**src/sv/xte_pkg.sv**
```systemverilog
// Shared types, codes and entity tables for the XML text escaper.
`timescale 1ns / 1ps

package xte_pkg;

   // request function codes
   localparam logic [1:0] FN_CONTENT = 2'd0;
   localparam logic [1:0] FN_ATTR    = 2'd1;
   localparam logic [1:0] FN_END     = 2'd2;
   localparam logic [1:0] FN_CLEAR   = 2'd3;

   // result status codes
   localparam logic [1:0] ST_OK   = 2'd0;
   localparam logic [1:0] ST_DROP = 2'd1;
   localparam logic [1:0] ST_FAIL = 2'd2;

   localparam logic [1:0] BRACKET_MAX = 2'd2;

   // job queue between front and back
   localparam int QDEPTH = 2;
   localparam int QPTR_W = (QDEPTH > 1) ? $clog2(QDEPTH) : 1;
   localparam int QCNT_W = $clog2(QDEPTH + 1);

   typedef enum logic [2:0] {
      CL_INVALID,
      CL_NORMAL,
      CL_NUL,
      CL_QUOTE,
      CL_AMP,
      CL_LESS,
      CL_GREATER
   } cls_type;

   typedef enum logic [2:0] {
      ENT_NONE,
      ENT_QUOT,
      ENT_AMP,
      ENT_LT,
      ENT_GT
   } ent_type;

   // one unit of work for the back end: either a single beat or an entity
   typedef struct packed {
      logic [7:0] data;
      logic       data_valid;
      logic [1:0] status;
      ent_type    ent;
   } job_type;

   function automatic cls_type classify(input logic [7:0] b);
      cls_type c;
      c = CL_NORMAL;
      if (b == 8'h00) begin
         c = CL_NUL;
      end else if (b inside {8'h09, 8'h0A, 8'h0D}) begin
         c = CL_NORMAL;
      end else if (b < 8'h20) begin
         c = CL_INVALID;
      end else if (b inside {8'hC0, 8'hC1, [8'hF5:8'hFF]}) begin
         c = CL_INVALID;
      end else if (b == 8'h22) begin
         c = CL_QUOTE;
      end else if (b == 8'h26) begin
         c = CL_AMP;
      end else if (b == 8'h3C) begin
         c = CL_LESS;
      end else if (b == 8'h3E) begin
         c = CL_GREATER;
      end
      return c;
   endfunction

   function automatic logic [2:0] ent_len(input ent_type e);
      logic [2:0] n;
      case (e)
         ENT_QUOT: n = 3'd6;
         ENT_AMP:  n = 3'd5;
         ENT_LT:   n = 3'd4;
         ENT_GT:   n = 3'd4;
         default:  n = 3'd1;
      endcase
      return n;
   endfunction

   function automatic logic [7:0] ent_char(input ent_type e, input logic [2:0] idx);
      logic [7:0] ch;
      ch = 8'h26; // '&' opens every entity
      case (e)
         ENT_QUOT: begin
            case (idx)
               3'd1:    ch = 8'h71; // q
               3'd2:    ch = 8'h75; // u
               3'd3:    ch = 8'h6F; // o
               3'd4:    ch = 8'h74; // t
               3'd5:    ch = 8'h3B; // ;
               default: ch = 8'h26;
            endcase
         end
         ENT_AMP: begin
            case (idx)
               3'd1:    ch = 8'h61; // a
               3'd2:    ch = 8'h6D; // m
               3'd3:    ch = 8'h70; // p
               3'd4:    ch = 8'h3B;
               default: ch = 8'h26;
            endcase
         end
         ENT_LT: begin
            case (idx)
               3'd1:    ch = 8'h6C; // l
               3'd2:    ch = 8'h74; // t
               3'd3:    ch = 8'h3B;
               default: ch = 8'h26;
            endcase
         end
         ENT_GT: begin
            case (idx)
               3'd1:    ch = 8'h67; // g
               3'd2:    ch = 8'h74; // t
               3'd3:    ch = 8'h3B;
               default: ch = 8'h26;
            endcase
         end
         default: ch = 8'h26;
      endcase
      return ch;
   endfunction

endpackage

```
**src/sv/xte_if.sv**
```systemverilog
// Valid/ready channel interfaces for escaper requests and responses.
`timescale 1ns / 1ps

interface xte_req_if;
   logic       valid;
   logic       ready;
   logic [1:0] func;
   logic [7:0] data_byte;

   modport source (output valid, output func, output data_byte, input ready);
   modport sink   (input valid, input func, input data_byte, output ready);
endinterface

interface xte_rsp_if;
   logic       valid;
   logic       ready;
   logic [7:0] out_byte;
   logic       byte_valid;
   logic [1:0] status;
   logic       last;

   modport source (output valid, output out_byte, output byte_valid, output status,
                   output last, input ready);
   modport sink   (input valid, input out_byte, input byte_valid, input status,
                   input last, output ready);
endinterface

```
**src/sv/xml_text_escaper.sv**
```systemverilog
// XML text escaper top level: front end, job queue and back end.
// An accepted beat goes into the job queue, then the back-end output register.
// Throughput: one request beat per cycle while each yields a single response beat
// and rsp is ready; an entity holds the back end for 4 to 6 beats, one per cycle.
// The two-entry job queue absorbs short stalls on either side.
// Reset (synchronous) clears fail flag, bracket count, stopped flag and the queue.
`timescale 1ns / 1ps

module xml_text_escaper (
   input  logic      clock,
   input  logic      reset,
   xte_req_if.sink   req_chan,
   xte_rsp_if.source rsp_chan
);
   import xte_pkg::*;

   logic    fq_valid, fq_ready;
   job_type fq_job;
   logic    qb_valid, qb_ready;
   job_type qb_job;

   xte_front u_front (
      .clock     (clock),
      .reset     (reset),
      .req_chan  (req_chan),
      .job_valid (fq_valid),
      .job_ready (fq_ready),
      .job       (fq_job)
   );

   xte_queue u_queue (
      .clock      (clock),
      .reset      (reset),
      .push_valid (fq_valid),
      .push_ready (fq_ready),
      .push_job   (fq_job),
      .pop_valid  (qb_valid),
      .pop_ready  (qb_ready),
      .pop_job    (qb_job)
   );

   xte_back u_back (
      .clock     (clock),
      .reset     (reset),
      .job_valid (qb_valid),
      .job_ready (qb_ready),
      .job       (qb_job),
      .rsp_chan  (rsp_chan)
   );

endmodule

```
**src/sv/xte_front.sv**
```systemverilog
// Front end: accepts request beats, classifies bytes, keeps run state, issues jobs.
`timescale 1ns / 1ps

module xte_front (
   input  logic             clock,
   input  logic             reset,
   xte_req_if.sink          req_chan,
   output logic             job_valid,
   input  logic             job_ready,
   output xte_pkg::job_type job
);
   import xte_pkg::*;

   logic       fail_ff, fail_in;
   logic [1:0] bracket_ff, bracket_in;
   logic       stopped_ff, stopped_in;
   logic       accept;
   cls_type    cls;
   logic       content;

   assign req_chan.ready = job_ready;
   assign job_valid      = req_chan.valid;
   assign accept         = req_chan.valid && job_ready;
   assign content        = (req_chan.func == FN_CONTENT);

   always_comb begin
      cls        = classify(req_chan.data_byte);
      fail_in    = fail_ff;
      bracket_in = bracket_ff;
      stopped_in = stopped_ff;
      job        = '{data: 8'h00, data_valid: 1'b0, status: ST_OK, ent: ENT_NONE};

      case (req_chan.func)
         FN_CLEAR: begin
            fail_in    = 1'b0;
            bracket_in = 2'd0;
            stopped_in = 1'b0;
         end
         FN_END: begin
            stopped_in = 1'b0;
            job.status = fail_ff ? ST_FAIL : ST_OK;
         end
         default: begin
            if (fail_ff) begin
               job.status = ST_FAIL;
            end else if (stopped_ff) begin
               job.status = ST_DROP;
            end else begin
               case (cls)
                  CL_INVALID: begin
                     fail_in    = 1'b1;
                     job.status = ST_FAIL;
                  end
                  CL_NUL: begin
                     stopped_in = 1'b1;
                     job.status = ST_DROP;
                  end
                  CL_AMP: begin
                     job.ent = ENT_AMP;
                     if (content) bracket_in = 2'd0;
                  end
                  CL_LESS: begin
                     job.ent = ENT_LT;
                     if (content) bracket_in = 2'd0;
                  end
                  CL_QUOTE: begin
                     if (content) begin
                        job.data       = req_chan.data_byte;
                        job.data_valid = 1'b1;
                        bracket_in     = 2'd0;
                     end else begin
                        job.ent = ENT_QUOT;
                     end
                  end
                  CL_GREATER: begin
                     if (content && bracket_ff == BRACKET_MAX) begin
                        job.ent    = ENT_GT;
                        bracket_in = 2'd0;
                     end else begin
                        job.data       = req_chan.data_byte;
                        job.data_valid = 1'b1;
                        if (content) bracket_in = 2'd0;
                     end
                  end
                  default: begin
                     job.data       = req_chan.data_byte;
                     job.data_valid = 1'b1;
                     if (content) begin
                        if (req_chan.data_byte == 8'h5D) begin // ']'
                           bracket_in = (bracket_ff == BRACKET_MAX) ? BRACKET_MAX
                                                                    : bracket_ff + 2'd1;
                        end else begin
                           bracket_in = 2'd0;
                        end
                     end
                  end
               endcase
            end
         end
      endcase
   end

   always_ff @(posedge clock) begin
      if (reset) begin
         fail_ff    <= 1'b0;
         bracket_ff <= 2'd0;
         stopped_ff <= 1'b0;
      end else if (accept) begin
         fail_ff    <= fail_in;
         bracket_ff <= bracket_in;
         stopped_ff <= stopped_in;
      end
   end

endmodule

```
**src/sv/xte_queue.sv**
```systemverilog
// Short job queue between front and back ends.
`timescale 1ns / 1ps

module xte_queue (
   input  logic             clock,
   input  logic             reset,
   input  logic             push_valid,
   output logic             push_ready,
   input  xte_pkg::job_type push_job,
   output logic             pop_valid,
   input  logic             pop_ready,
   output xte_pkg::job_type pop_job
);
   import xte_pkg::*;

   job_type             slot_ff [QDEPTH];
   logic [QPTR_W-1:0]   wr_ptr_ff, wr_ptr_in;
   logic [QPTR_W-1:0]   rd_ptr_ff, rd_ptr_in;
   logic [QCNT_W-1:0]   count_ff, count_in;
   logic                push, pop;

   assign push_ready = (count_ff != QCNT_W'(QDEPTH));
   assign pop_valid  = (count_ff != '0);
   assign pop_job    = slot_ff[rd_ptr_ff];
   assign push       = push_valid && push_ready;
   assign pop        = pop_valid && pop_ready;

   always_comb begin
      wr_ptr_in = wr_ptr_ff;
      rd_ptr_in = rd_ptr_ff;
      count_in  = count_ff;
      if (push) begin
         wr_ptr_in = (wr_ptr_ff == QPTR_W'(QDEPTH - 1)) ? '0 : wr_ptr_ff + 1'b1;
      end
      if (pop) begin
         rd_ptr_in = (rd_ptr_ff == QPTR_W'(QDEPTH - 1)) ? '0 : rd_ptr_ff + 1'b1;
      end
      if (push && !pop) begin
         count_in = count_ff + 1'b1;
      end else if (pop && !push) begin
         count_in = count_ff - 1'b1;
      end
   end

   always_ff @(posedge clock) begin
      if (reset) begin
         wr_ptr_ff <= '0;
         rd_ptr_ff <= '0;
         count_ff  <= '0;
      end else begin
         wr_ptr_ff <= wr_ptr_in;
         rd_ptr_ff <= rd_ptr_in;
         count_ff  <= count_in;
      end
   end

   always_ff @(posedge clock) begin
      if (push) slot_ff[wr_ptr_ff] <= push_job;
   end

endmodule

```
**src/sv/xte_back.sv**
```systemverilog
// Back end: expands jobs into response beats through an output register.
`timescale 1ns / 1ps

module xte_back (
   input  logic             clock,
   input  logic             reset,
   input  logic             job_valid,
   output logic             job_ready,
   input  xte_pkg::job_type job,
   xte_rsp_if.source        rsp_chan
);
   import xte_pkg::*;

   logic [2:0] idx_ff, idx_in;
   logic       valid_ff, valid_in;
   logic [7:0] byte_ff, byte_in;
   logic       bvalid_ff, bvalid_in;
   logic [1:0] status_ff, status_in;
   logic       last_ff, last_in;
   logic       load;
   logic       final_beat;

   assign load       = job_valid && (!valid_ff || rsp_chan.ready);
   assign final_beat = (job.ent == ENT_NONE) || (idx_ff == ent_len(job.ent) - 3'd1);
   assign job_ready  = load && final_beat;

   always_comb begin
      valid_in  = valid_ff && !rsp_chan.ready;
      idx_in    = idx_ff;
      byte_in   = byte_ff;
      bvalid_in = bvalid_ff;
      status_in = status_ff;
      last_in   = last_ff;
      if (load) begin
         valid_in = 1'b1;
         idx_in   = final_beat ? 3'd0 : idx_ff + 3'd1;
         last_in  = final_beat;
         if (job.ent == ENT_NONE) begin
            byte_in   = job.data;
            bvalid_in = job.data_valid;
            status_in = job.status;
         end else begin
            byte_in   = ent_char(job.ent, idx_ff);
            bvalid_in = 1'b1;
            status_in = ST_OK;
         end
      end
   end

   always_ff @(posedge clock) begin
      if (reset) begin
         valid_ff <= 1'b0;
         idx_ff   <= 3'd0;
      end else begin
         valid_ff <= valid_in;
         idx_ff   <= idx_in;
      end
   end

   always_ff @(posedge clock) begin
      byte_ff   <= byte_in;
      bvalid_ff <= bvalid_in;
      status_ff <= status_in;
      last_ff   <= last_in;
   end

   assign rsp_chan.valid      = valid_ff;
   assign rsp_chan.out_byte   = byte_ff;
   assign rsp_chan.byte_valid = bvalid_ff;
   assign rsp_chan.status     = status_ff;
   assign rsp_chan.last       = last_ff;

endmodule

```
**src/flat_wrapper.sv**
```systemverilog
// flat-port wrapper written by rule: the top's interface ports become plain ports
module xml_text_escaper_flat import xte_pkg::*;
  (clock, reset, req_chan_valid, req_chan_func, req_chan_data_byte, req_chan_ready, rsp_chan_valid, rsp_chan_out_byte, rsp_chan_byte_valid, rsp_chan_status, rsp_chan_last, rsp_chan_ready);
  xte_req_if req_chan_i ();
  xte_rsp_if rsp_chan_i ();
  input  logic clock;
  input  logic reset;
  input wire logic [$bits(req_chan_i.valid)-1:0] req_chan_valid;
  input wire logic [$bits(req_chan_i.func)-1:0] req_chan_func;
  input wire logic [$bits(req_chan_i.data_byte)-1:0] req_chan_data_byte;
  output wire logic [$bits(req_chan_i.ready)-1:0] req_chan_ready;
  output wire logic [$bits(rsp_chan_i.valid)-1:0] rsp_chan_valid;
  output wire logic [$bits(rsp_chan_i.out_byte)-1:0] rsp_chan_out_byte;
  output wire logic [$bits(rsp_chan_i.byte_valid)-1:0] rsp_chan_byte_valid;
  output wire logic [$bits(rsp_chan_i.status)-1:0] rsp_chan_status;
  output wire logic [$bits(rsp_chan_i.last)-1:0] rsp_chan_last;
  input wire logic [$bits(rsp_chan_i.ready)-1:0] rsp_chan_ready;
  assign req_chan_i.valid = req_chan_valid;
  assign req_chan_i.func = req_chan_func;
  assign req_chan_i.data_byte = req_chan_data_byte;
  assign req_chan_ready = req_chan_i.ready;
  assign rsp_chan_valid = rsp_chan_i.valid;
  assign rsp_chan_out_byte = rsp_chan_i.out_byte;
  assign rsp_chan_byte_valid = rsp_chan_i.byte_valid;
  assign rsp_chan_status = rsp_chan_i.status;
  assign rsp_chan_last = rsp_chan_i.last;
  assign rsp_chan_i.ready = rsp_chan_ready;
  xml_text_escaper u_core (.clock(clock), .reset(reset), .req_chan(req_chan_i), .rsp_chan(rsp_chan_i));
endmodule
```
**config.mk**
```make
export PLATFORM = sky130hd
export DESIGN_NAME = xml_text_escaper_flat
export DESIGN_NICKNAME = d
export VERILOG_FILES = /design/src/sv/xte_pkg.sv /design/src/sv/xte_if.sv /design/src/sv/xml_text_escaper.sv /design/src/sv/xte_front.sv /design/src/sv/xte_queue.sv /design/src/sv/xte_back.sv /design/src/flat_wrapper.sv
export SDC_FILE = /design/constraint.sdc
export NUM_CORES = 1
export LEC_CHECK = 0
export BUFFER_PORTS_ARGS = -buffer_cell sky130_fd_sc_hd__buf_2
export CAP_MARGIN = 40
export CORE_AREA = 2 2 88 73
export CTS_CLUSTER_DIAMETER = 200
export DETAILED_ROUTE_END_ITERATION = 8
export DIE_AREA = 0 0 90 75
export PLACE_DENSITY_LB_ADDON = 0.15
export SYNTH_ARGS = -nofsm -noshare
export SYNTH_HDL_FRONTEND = slang
export SYNTH_HIERARCHICAL = 1
export SYNTH_SLANG_ARGS = --single-unit
```
**constraint.sdc**
```tcl
create_clock -name clock -period 2.7 [get_ports clock]
set_input_delay 0.675 -clock clock [delete_from_list [all_inputs] [get_ports clock]]
set_output_delay 0.675 -clock clock [all_outputs]
set_load 0.01 [all_outputs]
```
Yosys cells after proc, flatten, opt, wreduce, memory -nomap -nowiden
Memories as Yosys holds them, arrays and structs flattened. A register that Yosys moved wholly into a read port is not among the register bits.
Index checks and enable logic that the tools add are counted.
{"block": "totals", "inputBits": 14, "mem_bits_rw": 28, "regBits": 24, "output_inout_bits": 14, "memories": 1, "word_cells": 148}
{"block": "op_classes", "n_lt_le_gt_ge": 3, "addsub": 7, "mux": 59, "n_bitwise": 1, "reduce_logical": 32, "eq_ne": 33}
{"memory": "u_core.u_queue.slot_ff", "words": 2, "word_bits": 14, "rd": 1, "rd_clocked_by_memory_dff": 1, "wr": 1, "line": "xte_queue.sv:16", "source": "job_type slot_ff [QDEPTH];"}
{"op": "9-bit two-way mux", "count": 5}
{"op": "7-bit one-hot mux with 3 select lines", "count": 2}
{"op": "3-bit two-way mux", "count": 13}
{"op": "7-bit one-hot mux with 5 select lines", "count": 1}
{"op": "8-bit by 6-bit == test with 1-bit output, second input constant", "count": 4}
{"op": "8-bit one-hot mux with 4 select lines", "count": 1}
{"op": "7-bit one-hot mux with 4 select lines", "count": 1}
{"op": "9-bit one-hot mux with 3 select lines", "count": 1}
{"op": "8-bit by 4-bit == test with 1-bit output, second input constant", "count": 3}
{"op": "2-bit two-way mux", "count": 12}
{"op": "3-bit by 2-bit == test with 1-bit output, second input constant", "count": 6}
{"op": "3-bit == test, second input constant", "count": 6}
{"op": "8-bit == test, second input constant", "count": 2}
{"op": "1-bit two-way mux", "count": 15}
{"op": "2-bit one-hot mux with 2 select lines", "count": 3}
{"op": "3-bit one-hot mux with 4 select lines", "count": 1}
{"op": "1-bit logical AND", "count": 9}
{"op": "3-bit one-hot mux with 3 select lines", "count": 1}
{"op": "8-bit by 7-bit == test with 1-bit output, second input constant", "count": 1}
{"op": "8-bit >= comparator, second input constant", "count": 1}
{"op": "8-bit less-or-equal comparator, second input constant", "count": 1}
{"op": "8-bit zero test", "count": 1}
{"op": "8-bit by 6-bit less-than comparator with 1-bit output, second input constant", "count": 1}
{"op": "8-bit two-way mux", "count": 1}
{"op": "25 further kinds", "count": 43}

Depth between registers and ports, before layout
Gate-level depths: netlist of run 1.
{"block": "depth", "depth_word": 15, "depth_mapped": 12, "depth_no_buf": 10}

By module
Netlist of run 1, hierarchy kept.
{"mod": "xte_queue", "cells_each": 67, "seq_area_each_um2": 940.9, "area_per_inst_um2": 1226.2, "n_inst": 1}
{"mod": "xte_back", "cells_each": 121, "seq_area_each_um2": 440.4, "area_per_inst_um2": 1107.3, "n_inst": 1}
{"mod": "xte_front", "cells_each": 107, "seq_area_each_um2": 80.1, "area_per_inst_um2": 671.9, "n_inst": 1}

Worst setup path before layout of run 1
Ideal clock, no wire load.
{"block": "synth_timing", "path_kind": "reg2reg", "from": "register with a tool-made name", "to": "register u_core.u_queue.count_ff[1]", "arrival_ns": 2.717, "setup_time_ns": 0.070, "path_stages_with_launch": 11, "setup_slack_ns": -0.086, "period_less_slack_ns": 2.786, "required_ns": 2.630, "n_path_buf": 2, "path_cell_list": "dfxtp_1 buf_2 mux2_2 buf_6 a2111oi_0 o21ai_1 a21oi_2 o21ai_0 ha_1 or3_1 a21oi_1"}
{"item": "end signal: assignment", "line": "xte_queue.sv:53", "source": "count_ff <= count_in;"}
{"item": "end: declaration", "line": "xte_queue.sv:19", "source": "logic [QCNT_W-1:0] count_ff, count_in;"}

==> results of run 1 <==
==> layout make-up <==
class	instances	area (sq um)	share of cell area (%)
Sequential cell	53	1460	43.8
Multi-Input combinational cell	214	1410	42.3
Timing Repair Buffer	37	210	6.30
Tap cell	81	101	3.04
Clock buffer	5	68.8	2.06
Inverter	14	52.6	1.57
Clock inverter	3	28.8	0.862
==> state kept, by name, summed over array words and instances, names as in the netlist, 2 cells and up, named ones only <==
signal                           count
u_core/u_back/rsp_chan.status        2
u_core/u_front/bracket_ff            2
u_core/u_back/idx_ff                 3
u_core/u_back/rsp_chan.out_byte      8
u_core/u_queue/slot_ff              28
u_core/u_queue/count_ff              2
==> layer usage <==
metal  wire length (um)  up-vias
met5                  0        -
met4                 53        0
met3                345        9
met2               2630       85
met1               2990     1070
li1                   -     1146
==> power by group <==
group          switching [mW]  leakage, nW  internal [mW]
registers              0.0710        0.486           1.14
logic                   0.649        0.722          0.433
clock network           0.276       0.0506          0.194
total                   0.995         1.26           1.76
==> how the worst max path moves through the flow <==
stage / start / cells past startpoint / to / slack [ns]
6_report: register / 9 / u_core/u_queue/count_ff[1] / 0.18
5_1_grt: register / 9 / u_core/u_queue/count_ff[1] / 0.03
4_1_cts: register / 9 / u_core/u_queue/count_ff[1] / 0.09
3_5_place_dp: register / 9 / u_core/u_queue/count_ff[1] / 0.13
3_3_place_gp: register / 9 / u_core/u_queue/count_ff[1] / 0.20
2_1_floorplan: register / 10 / u_core/u_queue/count_ff[1] / 0.05
==> logic make-up after synthesis <==
| kind of cell | Yosys count | synth area share [%] |
|---|---|---|
| xor+xnor | 6 | 1.75 |
| flops | 53 | 48.6 |
| simple gates | 116 | 19.0 |
| compound gates | 62 | 14.5 |
| mux | 19 | 6.91 |
| buf+inv | 28 | 4.58 |
| fa+ha+maj | 11 | 4.58 |
==> critical path, cell delays in order, from the launching register on <==
cell and delay [ns]:
dfxtp_2 0.37, mux2_2 0.38, or2_1 0.29, and4_1 0.22, o21ai_1 0.20, a21oi_2 0.09, o21ai_1 0.13, ha_1 0.29
or3_1 0.35, a21oi_1 0.14
==> placed cells by master (no fill, tap or decap), drive strengths merged, types with 2 or more instances in the layout <==
cell type and instances:
o2bb2ai 2, ha 11, a21o 2, nor4 3, mux2 14, clkbuf 5, nand2 30, nand3 6
nor3 9, a21oi 15, or2 3, nand2b 3, nor2b 5, a22oi 2, edfxtp 40, xnor2 3
nor2 34, buf 37, nand3b 2, and2 2, and3 9, o21ai 12, mux2i 5, o211ai 4
or3 5, o31a 2, o221ai 3, a41oi 2, xor2 3, a31oi 3, inv 16, dfxtp 13
a32oi 4
==> per-stage QoR <==
stage                     std cells  setup slack [ns]
after CTS                       407            0.0944
after floorplan                 295            0.0546
after detailed placement        399             0.133
final                           407             0.180
after global routing            407            0.0276
after global placement          399             0.205
==> repair_timing <==
item | in CTS | in global routing
resized for setup | 0 | 2
endpoints found under the setup margin | 0 | 1
endpoints found under the hold margin | 0 | 0
==> flow_summary.json, run 1 <==
{
  "status": "completed",
  "fillerInstances": 553,
  "vias": 2310,
  "detail_route.iter0.violations": 218,
  "critPathKind": "register to register",
  "path_clk_slew_ns": 0.10,
  "netlist_area_sq_um": 3010,
  "io_buffers": 27,
  "hold_class": "register to register",
  "hold_viol": 0,
  "fin_util_pct": 57.4,
  "clock_path_buffers": 2,
  "track_usage_pct": 18.3,
  "cts.sinks": 53,
  "rr_worst_depth": 9,
  "antenna_found_initial": 0,
  "drc": 0,
  "p_leak_nw": 1.26,
  "arrival_ns": 2.76,
  "cts_tree": "built",
  "htree_levels": 2,
  "syn_to_final_growth_pct": 11.0,
  "whs_path_depth": 2,
  "n_antenna_cell": 0,
  "grt_pass1_vias": 2000,
  "slew_viol_final": 0,
  "ys_seq_area_share_pct": 48.6,
  "async_flop_share_pct": 0,
  "insertion_delay_ns": 0.31,
  "io_pins": 28,
  "die_h_um": 75,
  "tightest_slew_ns": 0.666,
  "dpl.hpwl_mm": 4.45,
  "use_met1_pct": 26.6,
  "p_per_area_nw_per_um2": 826,
  "syn-mean-instance-area_sq_um": 10.2,
  "grt_max_degree": 20,
  "place.gp.congestion": 0.899,
  "synth.top_cell.area_share_pct": 40.0,
  "netlist_instances": 295,
  "placed_cell_area_sq_um": 3230,
  "fin_crit_ns": 2.52,
  "rsz0062_at_grt": "no",
  "post-route-cell-area_sq_um": 3340,
  "core_sq_um": 5820,
  "synth_edf_count": 40,
  "viasPerCell": 5.68,
  "yosys-top-cells-area": "edfxtp_1, dfxtp_1, mux2_2",
  "drive_gt1_share_pct": 21.5,
  "drt-total-wl_mm": 6.02,
  "p_total_mw": 2.76,
  "relSlewSlack_pct": 55.6,
  "r2r-end": "u_core/u_queue/count_ff[1]",
  "fin_nets": 350,
  "grt-busiest-layer": "met2",
  "globalRouteMet3Util_pct": 3.30,
  "detail_route.wl_per_cell_um": 14.8,
  "die_x_um": 90,
  "cp_max_fo": 4,
  "final.setup.tns_ns": 0,
  "finalCritPeriodShare_pct": 93.3,
  "dr.pass1.iters": 5,
  "fmax_ghz": 0.397,
  "synth_top_cells_by_count": "edfxtp_1, nor2_1, nand2_1",
  "maxCapViolCount": 0,
  "met2_usage_pct": 28.8,
  "cts_root_buffer": "clkbuf_8",
  "synth_top_area_cell": "edfxtp_1",
  "ir_worst_vdd_mv": 0.630,
  "yosysMostFrequentCell": "edfxtp_1",
  "crit_path_end_kind": "register",
  "rows": 25,
  "ff2ff_setup_slack_ns": 0.18,
  "cts_hold_buf": 0,
  "initial_core_util_pct": 51.7,
  "syn_nets": 320,
  "numCtsBuffers": 5,
  "hold_start": "u_core/u_front/bracket_ff[0]",
  "ys_types": 57,
  "synth-main-ff-cell": "edfxtp_1",
  "post_cts_buffers": 0,
  "yosysWarnings": 6,
  "setup_violations": 0,
  "grt.overflow.total": 0,
  "worst_hold_slack_ns": 0.492,
  "die_area_sq_um": 6750,
  "min_to": "u_core/u_front/bracket_ff[0]",
  "grt_pass1_wl_mm": 9.76,
  "critPathLaunchType": "register",
  "ys_ff_latch": 53,
  "skew_ns": 0.0106,
  "cp.required_ns": 2.94,
  "antenna_left": 0
}
Note: power is estimated with default switching activity, not from simulation.
==> run 2, diff against run 1 <==
--- a/config.mk
+++ b/config.mk
@@ -11,7 +11,7 @@
 export CTS_CLUSTER_DIAMETER = 200
 export DETAILED_ROUTE_END_ITERATION = 8
 export DIE_AREA = 0 0 90 75
-export PLACE_DENSITY_LB_ADDON = 0.15
+export PLACE_DENSITY_LB_ADDON = 0.05
 export SYNTH_ARGS = -nofsm -noshare
 export SYNTH_HDL_FRONTEND = slang
 export SYNTH_HIERARCHICAL = 1
==> flow_summary.json, run 2 (synthesized netlist as in run 1, its figures left out) <==
{
  "initial_core_util_pct": 51.7,
  "place.gp.congestion": 0.936,
  "maxCapViolCount": 0,
  "p_leak_nw": 1.27,
  "syn_to_final_growth_pct": 11.9,
  "fmax_ghz": 0.399,
  "track_usage_pct": 18.6,
  "ff2ff_setup_slack_ns": 0.20,
  "arrival_ns": 2.74,
  "post_cts_buffers": 0,
  "path_cells": "mux2_2, nor2b_1, a2111oi_2, o21ai_1, a21oi_2, o21ai_1, ha_1, or3_1, a21oi_1",
  "antenna_found_initial": 0,
  "crit_path_end_kind": "register",
  "die_x_um": 90,
  "viasPerCell": 5.60,
  "grt.overflow.total": 0,
  "htree_levels": 2,
  "switching_power_uw": 970,
  "dr.pass1.iters": 5,
  "tightest_slew_ns": 0.678,
  "pwr-share-clk_pct": 18.6,
  "rows": 25,
  "ir_worst_vdd_mv": 0.556,
  "antenna_left": 0,
  "grt_pass1_wl_mm": 10.0,
  "vias": 2283,
  "hold_viol": 0,
  "largest_reg_flops": 28,
  "p_int_mw": 1.85,
  "skew_ns": 0.00746,
  "cts_root_buffer": "clkbuf_8",
  "power_frac_seq_pct": 43.0,
  "met2_usage_pct": 29.9,
  "dpl.hpwl_mm": 4.48,
  "io_pins": 28,
  "io_buffers": 27,
  "slowest_delay_ns": 0.38,
  "cts.sinks": 53,
  "n_antenna_cell": 0,
  "cpMostUsedCell": "o21ai_1",
  "hold_class": "register to register",
  "die_area_sq_um": 6750,
  "critPathKind": "register to register",
  "fin_crit_ns": 2.50,
  "fin_nets": 351,
  "grt_max_degree": 17,
  "drc": 0,
  "globalRouteMet3Util_pct": 3.00,
  "critPathLaunchType": "register",
  "grt-busiest-layer": "met2",
  "slew_viol_final": 0,
  "p_per_area_nw_per_um2": 839,
  "drt-total-wl_mm": 6.02,
  "worst_hold_slack_ns": 0.478,
  "cp.required_ns": 2.94,
  "final.setup.tns_ns": 0,
  "setup_violations": 0,
  "grt_pass1_vias": 2069,
  "most-common-layout-cells": "edfxtp_1, nor2_1, nand2_1",
  "path_clk_slew_ns": 0.09,
  "critical-path-slowest-cell": "dfxtp_2",
  "rsz0062_at_grt": "no",
  "insertion_delay_ns": 0.30,
  "switching_share_pct": 34.4,
  "die_h_um": 75,
  "max_flop_register": "u_core/u_queue/slot_ff",
  "status": "completed",
  "comb_power_share_pct": 38.4,
  "cts_tree": "built",
  "clock_path_buffers": 2,
  "detail_route.iter0.violations": 142,
  "numCtsBuffers": 5,
  "detail_route.wl_per_cell_um": 14.8,
  "use_met1_pct": 27.2,
  "finalCritPeriodShare_pct": 92.7,
  "cp_max_fo": 4,
  "drive_gt1_share_pct": 21.4,
  "cts_hold_buf": 0,
  "final_common_cell": "edfxtp_1",
  "core_sq_um": 5820,
  "relSlewSlack_pct": 54.8
}
[run 2: cell types whose count changed in the layout (fill, tap and decap cells not counted)]
cell	before	now
buf_4	10	11
bufinv_16	0	1
clkbuf_1	0	1
inv_6	1	0
inv_8	1	0
mux2_2	14	13
mux2_4	0	1
[run 2: critical path: cells and delay by family, from the launching register on]
kind	cells	cell delay (ns)
AND/OR/NAND/NOR	2	0.49
AO/OA/AOI/OAI	5	0.88
multiplexers	1	0.36
flip-flops	1	0.38
adder cells (fa/ha/maj)	1	0.32
[run 2: layer usage]
metal  routed length, um  part of all wire (%)
met5                   0                     0
met2                2620                    44
met4                  37                  0.61
met1                3080                    51
met3                 281                   4.7
[run 2: power by group through the flow]
stage	clock, mW	sequential, mW	combinational, mW
after detailed placement	0	1.23	1.08
after floorplan	0	1.27	0.713
after global placement	0	1.23	1.08
final	0.525	1.21	1.08
after global routing	0.565	1.24	1.21
after CTS	0.545	1.21	1.08
[run 2: repair_timing]
item | CTS | global route
hold endpoints to repair | 0 | 0
setup endpoints to repair | 0 | 1
resized for setup | 0 | 3
[run 2: path summary, 6_finish.rpt]
path,from,endpoint,depth (start not counted)
setup / recovery,register,u_core/u_queue/count_ff[1],9
hold / removal,u_core/u_front/bracket_ff[0],u_core/u_front/bracket_ff[0],2
setup reg to reg,register,u_core/u_queue/count_ff[1],9
hold reg to reg,u_core/u_front/bracket_ff[0],u_core/u_front/bracket_ff[0],2
[run 2: metrics by stage]
step	total power [mW]	setup slack, ns	instances	area, sq um	utilization [%]
2_1_floorplan	1.98	0.0546	295	3010	-
3_3_place_gp	2.31	0.189	400	3240	55.7
3_5_place_dp	2.31	0.139	400	3240	55.7
4_1_cts	2.84	0.105	408	3350	57.6
5_1_grt	3.01	0.00968	408	3360	57.8
6_report	2.82	0.196	408	3360	57.8
[run 2: cell type report]
class / instances / area [sq um]
fillers: 562 / 2460
flip-flops and latches: 53 / 1460
multi-input cells: 214 / 1420
repair buffers: 38 / 218
well taps: 81 / 101
clock buffers: 6 / 72.6
inverters: 14 / 52.6
clock inverters: 2 / 38.8
==> run 3, diff against run 2 <==
--- a/config.mk
+++ b/config.mk
@@ -7,10 +7,10 @@
 export LEC_CHECK = 0
 export BUFFER_PORTS_ARGS = -buffer_cell sky130_fd_sc_hd__buf_2
 export CAP_MARGIN = 40
-export CORE_AREA = 2 2 88 73
+export CORE_AREA = 2 2 86 72
 export CTS_CLUSTER_DIAMETER = 200
 export DETAILED_ROUTE_END_ITERATION = 8
-export DIE_AREA = 0 0 90 75
+export DIE_AREA = 0 0 88 74
 export PLACE_DENSITY_LB_ADDON = 0.05
 export SYNTH_ARGS = -nofsm -noshare
 export SYNTH_HDL_FRONTEND = slang
==> constraint.sdc (replaced) <==
create_clock -name clock -period 2.5 [get_ports clock]
set_input_delay 0.625 -clock clock [delete_from_list [all_inputs] [get_ports clock]]
set_output_delay 0.625 -clock clock [all_outputs]
set_load 0.01 [all_outputs]
==> flow_summary.json, run 3 (synthesized netlist as in run 1, its figures left out) <==
{
  "rows": 25,
  "grt_max_degree": 18,
  "final_common_cell": "edfxtp_1",
  "htree_levels": 2,
  "p_total_mw": 3.26,
  "drc": 0,
  "seq_area_sq_um": 1470,
  "die_area_sq_um": 6510,
  "cp_max_fo": 5,
  "cts.sinks": 53,
  "n_antenna_cell": 0,
  "cts_tree": "built",
  "critPathKind": "register to register",
  "io_buffers": 27,
  "die_h_um": 74,
  "die_x_um": 88,
  "comb_power_share_pct": 39.3,
  "fin_ws_ns": 0.0976,
  "rr_worst_depth": 10,
  "insertion_delay_ns": 0.30,
  "hold_class": "register to register",
  "track_usage_pct": 19.5,
  "relSlewSlack_pct": 62.2,
  "grt_pass1_wl_mm": 9.80,
  "switching_share_pct": 33.3,
  "critPathLaunchType": "register",
  "grt_pass1_vias": 2064,
  "initial_core_util_pct": 53.1,
  "slowest_delay_ns": 0.39,
  "vias": 2278,
  "numCtsBuffers": 5,
  "antenna_found_initial": 0,
  "arrival_ns": 2.64,
  "p_int_mw": 2.18,
  "ff2ff_setup_slack_ns": 0.1,
  "fillerInstances": 471,
  "grt.overflow.total": 0,
  "max_flop_register": "u_core/u_queue/slot_ff",
  "cpMostUsedCell": "o21ai_2",
  "tightest_slew_ns": 0.566,
  "drt-total-wl_mm": 5.99,
  "detail_route.wl_per_cell_um": 14.3,
  "finalCritPeriodShare_pct": 96.1,
  "place_ws_ns": -0.0366,
  "fin_nets": 361,
  "io_pins": 28,
  "switching_power_mw": 1.09,
  "place.gp.congestion": 0.903,
  "min_to": "u_core/u_front/bracket_ff[0]",
  "drive_gt1_share_pct": 25.2,
  "p_leak_nw": 1.35,
  "fin_crit_ns": 2.40,
  "hold_viol": 0,
  "cts_hold_buf": 0,
  "dpl.hpwl_mm": 4.50,
  "hold_start": "u_core/u_front/bracket_ff[0]",
  "dr.pass1.iters": 4,
  "final.setup.tns_ns": 0,
  "antenna_left": 0,
  "clock_path_buffers": 2,
  "ir_worst_vdd_mv": 0.564,
  "largest_reg_flops": 28,
  "cts_root_buffer": "clkbuf_8",
  "multi_input_area_sq_um": 1460,
  "viasPerCell": 5.45,
  "r2r-end": "u_core/u_queue/count_ff[1]",
  "detail_route.iter0.violations": 143,
  "fmax_ghz": 0.416,
  "slew_viol_final": 0,
  "maxCapViolCount": 0,
  "core_sq_um": 5660,
  "pwr-share-clk_pct": 20.8,
  "critPathTopFamily": "simple AND/OR/NAND/NOR gates",
  "cp.required_ns": 2.74,
  "whs_path_depth": 2,
  "most-common-layout-cells": "edfxtp_1, nor2_1, nand2_1",
  "path_clk_slew_ns": 0.09,
  "crit_buf_inv": 1,
  "crit_path_end_kind": "register",
  "path_cells": "mux2_4, buf_8, or2_1, and4_1, o21ai_2, a21oi_2, o21ai_2, ha_4, or3_1, a21oi_1",
  "status": "completed",
  "power_frac_seq_pct": 39.9,
  "critical-path-slowest-cell": "dfxtp_4",
  "skew_ns": 0.00632,
  "setup_violations": 0,
  "p_per_area_nw_per_um2": 929,
  "syn_to_final_growth_pct": 17.0
}
==> run 3: cell count changes in the layout (fill, tap and decap cells not counted), moves of 2 or more <==
cell,change
buf_4,+9
o21ai_2,+2
mux2_4,+2
o21ai_1,-2
mux2_2,-2
==> run 3: cell type report <==
class | count | area share, %
tap | 81 | 2.88
clock buffer | 5 | 1.96
sequential | 53 | 41.7
inverter | 14 | 1.49
clock inverter | 3 | 1.96
multi-input combinational | 214 | 41.5
timing repair buffer | 48 | 8.54
==> run 3: worst reg2reg max path, cell delays in order, from the launching register on <==
cell and delay, ns:
dfxtp_4 0.39, mux2_4 0.32, buf_8 0.13, or2_1 0.23
and4_1 0.21, o21ai_2 0.17, a21oi_2 0.09, o21ai_2 0.10
ha_4 0.23, or3_1 0.34, a21oi_1 0.14
==> run 3: worst max path at each step <==
stage / end / slack [ns] / depth (start not counted)
2_1_floorplan: u_core/u_queue/count_ff[1] / 0.03 / 11
3_3_place_gp: u_core/u_queue/count_ff[1] / 0.04 / 10
3_5_place_dp: u_core/u_queue/count_ff[1] / -0.04 / 10
4_1_cts: u_core/u_queue/count_ff[1] / 0.02 / 10
5_1_grt: u_core/u_queue/count_ff[1] / -0.007 / 10
6_report: u_core/u_queue/count_ff[1] / 0.1 / 10
==> run 3: stage by stage <==
stage | hold slack, ns | area [sq um] | instances | utilization (%)
global route | 0.515 | 3520 | 418 | 62.1
detailed placement | 0.475 | 3320 | 406 | 58.6
CTS | 0.488 | 3460 | 414 | 61.1
global placement | 0.469 | 3320 | 406 | 58.6
finish | 0.485 | 3520 | 418 | 62.1
floorplan | 0.452 | 3040 | 295 | -
==> run 3: repair_timing <==
action	CTS	global route
endpoints found under the setup margin	1	1
pin swaps	0	6
endpoints found under the hold margin	0	0
resized for setup	2	5
setup buffers	0	4
==> run 3: routing by layer <==
metal / wire length (um) / up-vias / GRT usage [%]
met1: 3000 / 1064 / 28.7
met2: 2730 / 48 / 29.9
met5: 0 / - / 0
met4: 25 / 0 / 4.10
li1: - / 1164 / -
met3: 236 / 2 / 4.11
==> run 3: power groups by stage <==
stage               clock network [mW]  logic, mW  registers, mW
floorplan                            0      0.792           1.38
global placement                     0       1.22           1.32
detailed placement                   0       1.22           1.32
CTS                              0.702       1.23           1.30
global route                     0.733       1.41           1.33
finish                           0.679       1.28           1.30
